[config.mk]
export PLATFORM = sky130hd
export DESIGN_NAME = iols_ctrl
export DESIGN_NICKNAME = d
export VERILOG_FILES = /design/src/sv/iols_pkg.sv /design/src/sv/iols_ctrl.sv
export SDC_FILE = /design/constraint.sdc
export NUM_CORES = 1
export LEC_CHECK = 0
export ABC_CLOCK_PERIOD_IN_PS = 3600
export BUFFER_PORTS_ARGS = -buffer_cell sky130_fd_sc_hd__buf_2
export CAP_MARGIN = 20
export CORE_MARGIN = 1.5
export CORE_UTILIZATION = 30
export CTS_CLUSTER_SIZE = 12
export DETAILED_ROUTE_END_ITERATION = 8
export PLACE_DENSITY = 0.61
export SYNTH_ARGS = -nofsm -noshare
export SYNTH_HDL_FRONTEND = slang
export SYNTH_SLANG_ARGS = --single-unit
[constraint.sdc]
create_clock -name i_clk -period 3.6 [get_ports i_clk]
set_input_delay 0.36 -clock i_clk [delete_from_list [all_inputs] [get_ports i_clk]]
set_output_delay 0.36 -clock i_clk [all_outputs]
set_load 0.005 [all_outputs]
[src/sv/iols_pkg.sv]
// Shared types and constants for the indexed ordered list store.
package iols_pkg;

    // Fixed field widths of the stream payloads.
    localparam int KIND_W   = 3;
    localparam int POS_W    = 7;
    localparam int DATA_W   = 64;
    localparam int STATUS_W = 2;
    localparam int LEN_W    = 7;

    // Packed stream widths, padded up to whole bytes.
    localparam int IN_DATA_W  = 136;
    localparam int OUT_DATA_W = 144;

    typedef enum logic [KIND_W-1:0] {
        KIND_CREATE = 3'd0,
        KIND_APPEND = 3'd1,
        KIND_INSERT = 3'd2,
        KIND_REMOVE = 3'd3,
        KIND_AMEND  = 3'd4,
        KIND_READ   = 3'd5
    } t_kind;

    typedef enum logic [STATUS_W-1:0] {
        ST_OK     = 2'd0,
        ST_BADPOS = 2'd1,
        ST_FULL   = 2'd2,
        ST_EMPTY  = 2'd3
    } t_status;

    typedef enum logic [2:0] {
        S_IDLE,
        S_DECODE,
        S_WALK,
        S_DRAIN,
        S_PLACE,
        S_RESULT
    } t_state;

    // Commands from the controller to the datapath.
    typedef struct packed {
        logic    load;
        logic    status_we;
        t_status status;
        logic    place;
        logic    amend;
        logic    rd_issue;
        logic    walk_init;
        logic    walk_step;
        logic    cnt_inc;
        logic    cnt_dec;
        logic    cnt_one;
        logic    out_load;
    } t_cmd;

    // Status from the datapath to the controller.
    typedef struct packed {
        t_kind kind;
        logic  empty;
        logic  pos_ok;
        logic  full;
        logic  single;
        logic  at_end;
        logic  slot_last;
        logic  walk_last;
        logic  out_free;
    } t_stat;

endpackage

[src/sv/iols_ctrl.sv]
// Controller state machine for the indexed ordered list store.
module iols_ctrl (
    input  logic                i_clk,
    input  logic                i_rst_n,
    input  logic                i_in_valid,
    output logic                o_in_ready,
    input  iols_pkg::t_stat     i_stat,
    output iols_pkg::t_cmd      o_cmd
);

    iols_pkg::t_state r_state;
    iols_pkg::t_state n_state;

    always_ff @(posedge i_clk) begin
        if (!i_rst_n) begin
            r_state <= iols_pkg::S_IDLE;
        end else begin
            r_state <= n_state;
        end
    end

    always_comb begin
        n_state    = r_state;
        o_cmd      = '0;
        o_in_ready = 1'b0;
        case (r_state)
            iols_pkg::S_IDLE: begin
                o_in_ready = 1'b1;
                if (i_in_valid) begin
                    o_cmd.load = 1'b1;
                    n_state    = iols_pkg::S_DECODE;
                end
            end
            iols_pkg::S_DECODE: begin
                o_cmd.status_we = 1'b1;
                o_cmd.status    = iols_pkg::ST_OK;
                n_state         = iols_pkg::S_RESULT;
                case (i_stat.kind)
                    iols_pkg::KIND_CREATE: begin
                        o_cmd.place   = 1'b1;
                        o_cmd.cnt_one = 1'b1;
                    end
                    iols_pkg::KIND_APPEND: begin
                        if (i_stat.empty) begin
                            o_cmd.status = iols_pkg::ST_EMPTY;
                        end else if (i_stat.full) begin
                            o_cmd.status = iols_pkg::ST_FULL;
                        end else begin
                            o_cmd.place   = 1'b1;
                            o_cmd.cnt_inc = 1'b1;
                        end
                    end
                    iols_pkg::KIND_INSERT: begin
                        if (i_stat.empty) begin
                            o_cmd.status = iols_pkg::ST_EMPTY;
                        end else if (!i_stat.pos_ok) begin
                            o_cmd.status = iols_pkg::ST_BADPOS;
                        end else if (i_stat.full) begin
                            o_cmd.status = iols_pkg::ST_FULL;
                        end else if (i_stat.at_end) begin
                            o_cmd.place   = 1'b1;
                            o_cmd.cnt_inc = 1'b1;
                        end else begin
                            o_cmd.walk_init = 1'b1;
                            n_state         = iols_pkg::S_WALK;
                        end
                    end
                    iols_pkg::KIND_REMOVE: begin
                        if (i_stat.empty) begin
                            o_cmd.status = iols_pkg::ST_EMPTY;
                        end else if (!i_stat.pos_ok) begin
                            o_cmd.status = iols_pkg::ST_BADPOS;
                        end else if (i_stat.single) begin
                            o_cmd.status = iols_pkg::ST_EMPTY;
                        end else if (i_stat.slot_last) begin
                            o_cmd.cnt_dec = 1'b1;
                        end else begin
                            o_cmd.walk_init = 1'b1;
                            n_state         = iols_pkg::S_WALK;
                        end
                    end
                    iols_pkg::KIND_AMEND: begin
                        if (i_stat.empty) begin
                            o_cmd.status = iols_pkg::ST_EMPTY;
                        end else if (!i_stat.pos_ok) begin
                            o_cmd.status = iols_pkg::ST_BADPOS;
                        end else begin
                            o_cmd.amend = 1'b1;
                        end
                    end
                    iols_pkg::KIND_READ: begin
                        if (i_stat.empty) begin
                            o_cmd.status = iols_pkg::ST_EMPTY;
                        end else if (!i_stat.pos_ok) begin
                            o_cmd.status = iols_pkg::ST_BADPOS;
                        end else begin
                            o_cmd.rd_issue = 1'b1;
                        end
                    end
                    default: begin
                        // Unused kinds leave the store alone and report success.
                        o_cmd.status = iols_pkg::ST_OK;
                    end
                endcase
            end
            iols_pkg::S_WALK: begin
                o_cmd.walk_step = 1'b1;
                if (i_stat.walk_last) begin
                    n_state = iols_pkg::S_DRAIN;
                end
            end
            iols_pkg::S_DRAIN: begin
                // The last moved entry is written back during this cycle.
                if (i_stat.kind == iols_pkg::KIND_INSERT) begin
                    n_state = iols_pkg::S_PLACE;
                end else begin
                    o_cmd.cnt_dec = 1'b1;
                    n_state       = iols_pkg::S_RESULT;
                end
            end
            iols_pkg::S_PLACE: begin
                o_cmd.place   = 1'b1;
                o_cmd.cnt_inc = 1'b1;
                n_state       = iols_pkg::S_RESULT;
            end
            iols_pkg::S_RESULT: begin
                if (i_stat.out_free) begin
                    o_cmd.out_load = 1'b1;
                    n_state        = iols_pkg::S_IDLE;
                end
            end
            default: begin
                n_state = iols_pkg::S_IDLE;
            end
        endcase
    end

endmodule

**Yosys cells after proc, flatten, opt, wreduce, memory -nomap -nowiden**

Cells that the tools add are included.

- Register bits after elaboration: 3
- Input port bits: 14
- Output and inout port bits: 14
- Word-level logic and storage cells: 82

- Equality and inequality tests: 13
- Muxes and demuxes: 64
- Reductions and logical operators: 4

Operators by type and width:

| operator | number |
|---|---|
| 3-bit 2-to-1 mux | 13 |
| 1-bit 2-to-1 mux | 34 |
| 3-bit case mux with 6 select lines | 1 |
| 2-bit 2-to-1 mux | 8 |
| 3-bit by 2-bit equality test with 1-bit output, second input constant | 4 |
| 3-bit equality test, second input constant | 4 |
| 1-bit case mux with 2 select lines | 5 |
| 2-bit case mux with 4 select lines | 1 |
| 3-bit by 1-bit equality test with 1-bit output, second input constant | 2 |
| 3-bit zero test | 2 |
| 2-bit inequality test, second input constant | 3 |
| 3-bit case mux with 2 select lines | 1 |
| 1-bit case mux with 3 select lines | 1 |
| 3-bit AND reduction | 1 |
| 2-bit OR reduction | 1 |

**Logic depth before layout (Yosys ltp)**

- Depth after elaboration: 6
- Mapped depth: 6
- Mapped depth without buffers: 5

**Worst setup path before layout**

Ideal clock, no wire load.

- Path type: input -> output
- Start point: input port i_stat[7] in the netlist's numbering
- End point: output port o_cmd[2] in the netlist's numbering
- Data arrival time: 1.187 ns
- Data required time: 3.240 ns
- Slack: 2.053 ns
- Stages on the path: 4
- Cells stage by stage: and2b_1 -> nand4_1 -> or3b_1 -> a21oi_1

RTL lines:

| element | line | source |
|---|---|---|
| start: declaration | iols_ctrl.sv:7 | `input iols_pkg::t_stat i_stat,` |
| end: declaration | iols_ctrl.sv:8 | `output iols_pkg::t_cmd o_cmd` |

==> run_results.csv <==
group,metric,value,unit
placed_design,hpwl,887,microns
placed_design,gp_congestion,0.832,
sta,finalSetupTns,0,ns
synth,ys_ff_latch,3,
critical_path,cp.required,3.24,ns
clocking,post_cts_resized,0,
global_routing,grt_pass1_vias,453,
synth,syn_inst,69,
cells_and_area,area_growth,32.8,%
sta,drv_slew,0,
synth,ys_types,30,
drt,drt_wl_total,1150,microns
critical_path,worst-setup-path-type,"flip-flop to output pin",
drt,wl_per_cell,10.4,microns
die,start_util,0.336,
clocking,clockBufferDepth,2,
drt,ant_nets,0,
global_routing,grt_max_degree,15,
clocking,cts-root-buf,"clkbuf_4",
die,boundaryPins,28,
clocking,clkTransAtPathRegs,0.04,ns
placed_design,io_buffers,27,
synth,yosys_warnings,0,
synth,synth_top_cell_area_share,0.132,
cells_and_area,drive_gt1_frac,0.358,
sta,max_slew.worst_pin.slew,0.333,ns
synth,yosys-top-cells-area,"dfxtp_1 (13%), nor3_1 (7.7%), a21oi_1 (5.5%)",
critical_path,end_kind,"output pin",
drt,vias_per_cell,5.17,
cells_and_area,top_regs,"r_state (3)",
synth,synth_top_cell_by_area,"dfxtp_1",
drt,vias,569,
status,status,"finished clean",
global_routing,grt_pass1_wl,1890,microns
die,die_h,41.9,microns
clocking,numCtsBuffers,3,
sta,slew_headroom,0.778,
sta,fin_skew,0.00477,ns
die,core,0.00135,sq mm
power,power_per_cell_area,257,mW/mm^2
sta,rsz0062_at_grt,"false",
critical_path,worstSetupStartpointType,"flip-flop",
clocking,clk_latency,0.23,ns
critical_path,arrival,1.67,ns
die,die_w,41.9,microns
clocking,cts_tree,"yes",
sta,fmax,0.493,GHz
drt,drt_pass1_iterations,4,
cells_and_area,nets,110,
sta,setup_viol,0,
min_path,worstHoldPathType,"input port to flip-flop",
die,std_cell_rows,13,
global_routing,grt.total_usage,0.133,
sta,hold_ws,0.356,ns
cells_and_area,largest_register_ffs,3,
synth,syn_area_per_cell,6.58,sq um
synth,synth_area,454,sq um
power,ir_worst_vdd,0.126,mV
job,cap_violations,0,
sta,fin_crit_sh,0.564,
drt,drc,0,
clocking,cts_setup_buffers,0,
clocking,clock-sinks,3,
die,die_area,0.00176,sq mm
cells_and_area,num_antenna_cells,0,
drt,drt_iter0_markers,13,
synth,syn_nets,83,
global_routing,gr-total-overflow,0,
synth,synth_seq_area_share,0.132,
sta,period_needed,2.03,ns
power,leakagePower,0.298,nW
cells_and_area,largest-register,"r_state",
critical_path,cp_max_fo,6,
sta,hold_violations,0,
clocking,cts-hold-fix-buffers,0,
clocking,htree_num_levels,1,
global_routing,antenna_found_initial,0,
## cell usage in the layout, fill, tap and decap left out, types with 2 or more instances in the layout
cell	n
dfxtp_1	3
inv_1	6
nand3_1	2
or2_1	2
nor2_1	4
o21ai_0	4
a211oi_1	2
buf_2	27
clkbuf_4	3
a21o_1	2
o22ai_1	2
nand3b_1	2
nor3_1	7
nand2_1	6
nor2b_1	2
a21oi_1	5
and2_1	2
## synthesized netlist by cell type
master and instances:
a22oi_1 1, o21a_1 1, nor2_1 4, nand2b_2 1, o311ai_0 1, dfxtp_1 3
buf_2 4, a31o_1 1, or3b_1 1, and3b_1 1, buf_6 1, o22ai_1 2
nor4_4 1, nand4b_1 1, inv_1 6, a21o_1 2, nor3_1 7, nand4_1 1
and2_1 2, a21oi_2 1, a21oi_1 5, nand3b_1 2, nor2b_1 2, o21ai_0 4
and2b_1 1, inv_4 1, nand2_1 6, a211oi_1 2, or2_1 2, nand3_1 2
## area by class of cell
type	count	area, sq um
clock buffers	4	26.3
fillers	150	747
inverters	7	28.8
multi-input cells	54	334
flip-flops and latches	3	60.1
well taps	15	18.8
repair buffers	27	135
## routing by layer
metal	track usage	part of all wire	vias up
met5	0	0	-
met4	0.0581	0	0
met3	0.0130	0.070	0
met2	0.203	0.45	26
met1	0.188	0.48	245
li1	-	-	298
## report_power, final
part           switching, mW  internal (mW)
clock network         0.0186         0.0416
registers            0.00374         0.0357
logic                 0.0298         0.0252
total                 0.0521          0.103
## kinds of logic after synthesis
kind of cell    Yosys count  share of synthesized area
simple gates             34                      0.452
compound gates           20                      0.284
flops                     3                      0.132
buf+inv                  12                      0.132
## per-stage QoR
stage / worst slack (ns) / instances / area [sq um] / utilization / power (mW)
final: 1.57 / 110 / 603 / 0.447 / 0.155
after global routing: 1.43 / 110 / 603 / 0.447 / 0.169
after CTS: 1.54 / 110 / 603 / 0.447 / 0.159
after detailed placement: 1.78 / 106 / 577 / 0.427 / 0.0952
after global placement: 1.79 / 106 / 577 / 0.427 / 0.0955
after floorplan: 2.05 / 69 / 454 / - / 0.0766
## critical path, cell delays in order (launching register included)
cell and delay (ns):
dfxtp_1 0.39, nand2b_2 0.17, or2_1 0.31, inv_4 0.05, a31o_1 0.18, or2_1 0.21
buf_2 0.12
## path summary, 6_finish.rpt
check | slack (ns) | end | depth (start not counted) | start
setup / recovery | 1.57 | o_cmd[8] | 6 | r_state[2]$_SDFFE_PN0P_
hold / removal | 0.36 | r_state[1]$_SDFFE_PN0P_ | 2 | i_rst_n
setup reg to reg | 2.31 | r_state[0]$_SDFFE_PN0P_ | 4 | r_state[0]$_SDFFE_PN0P_
hold reg to reg | 0.60 | r_state[2]$_SDFFE_PN0P_ | 2 | r_state[2]$_SDFFE_PN0P_
Power figures use the tool's default switching activity.
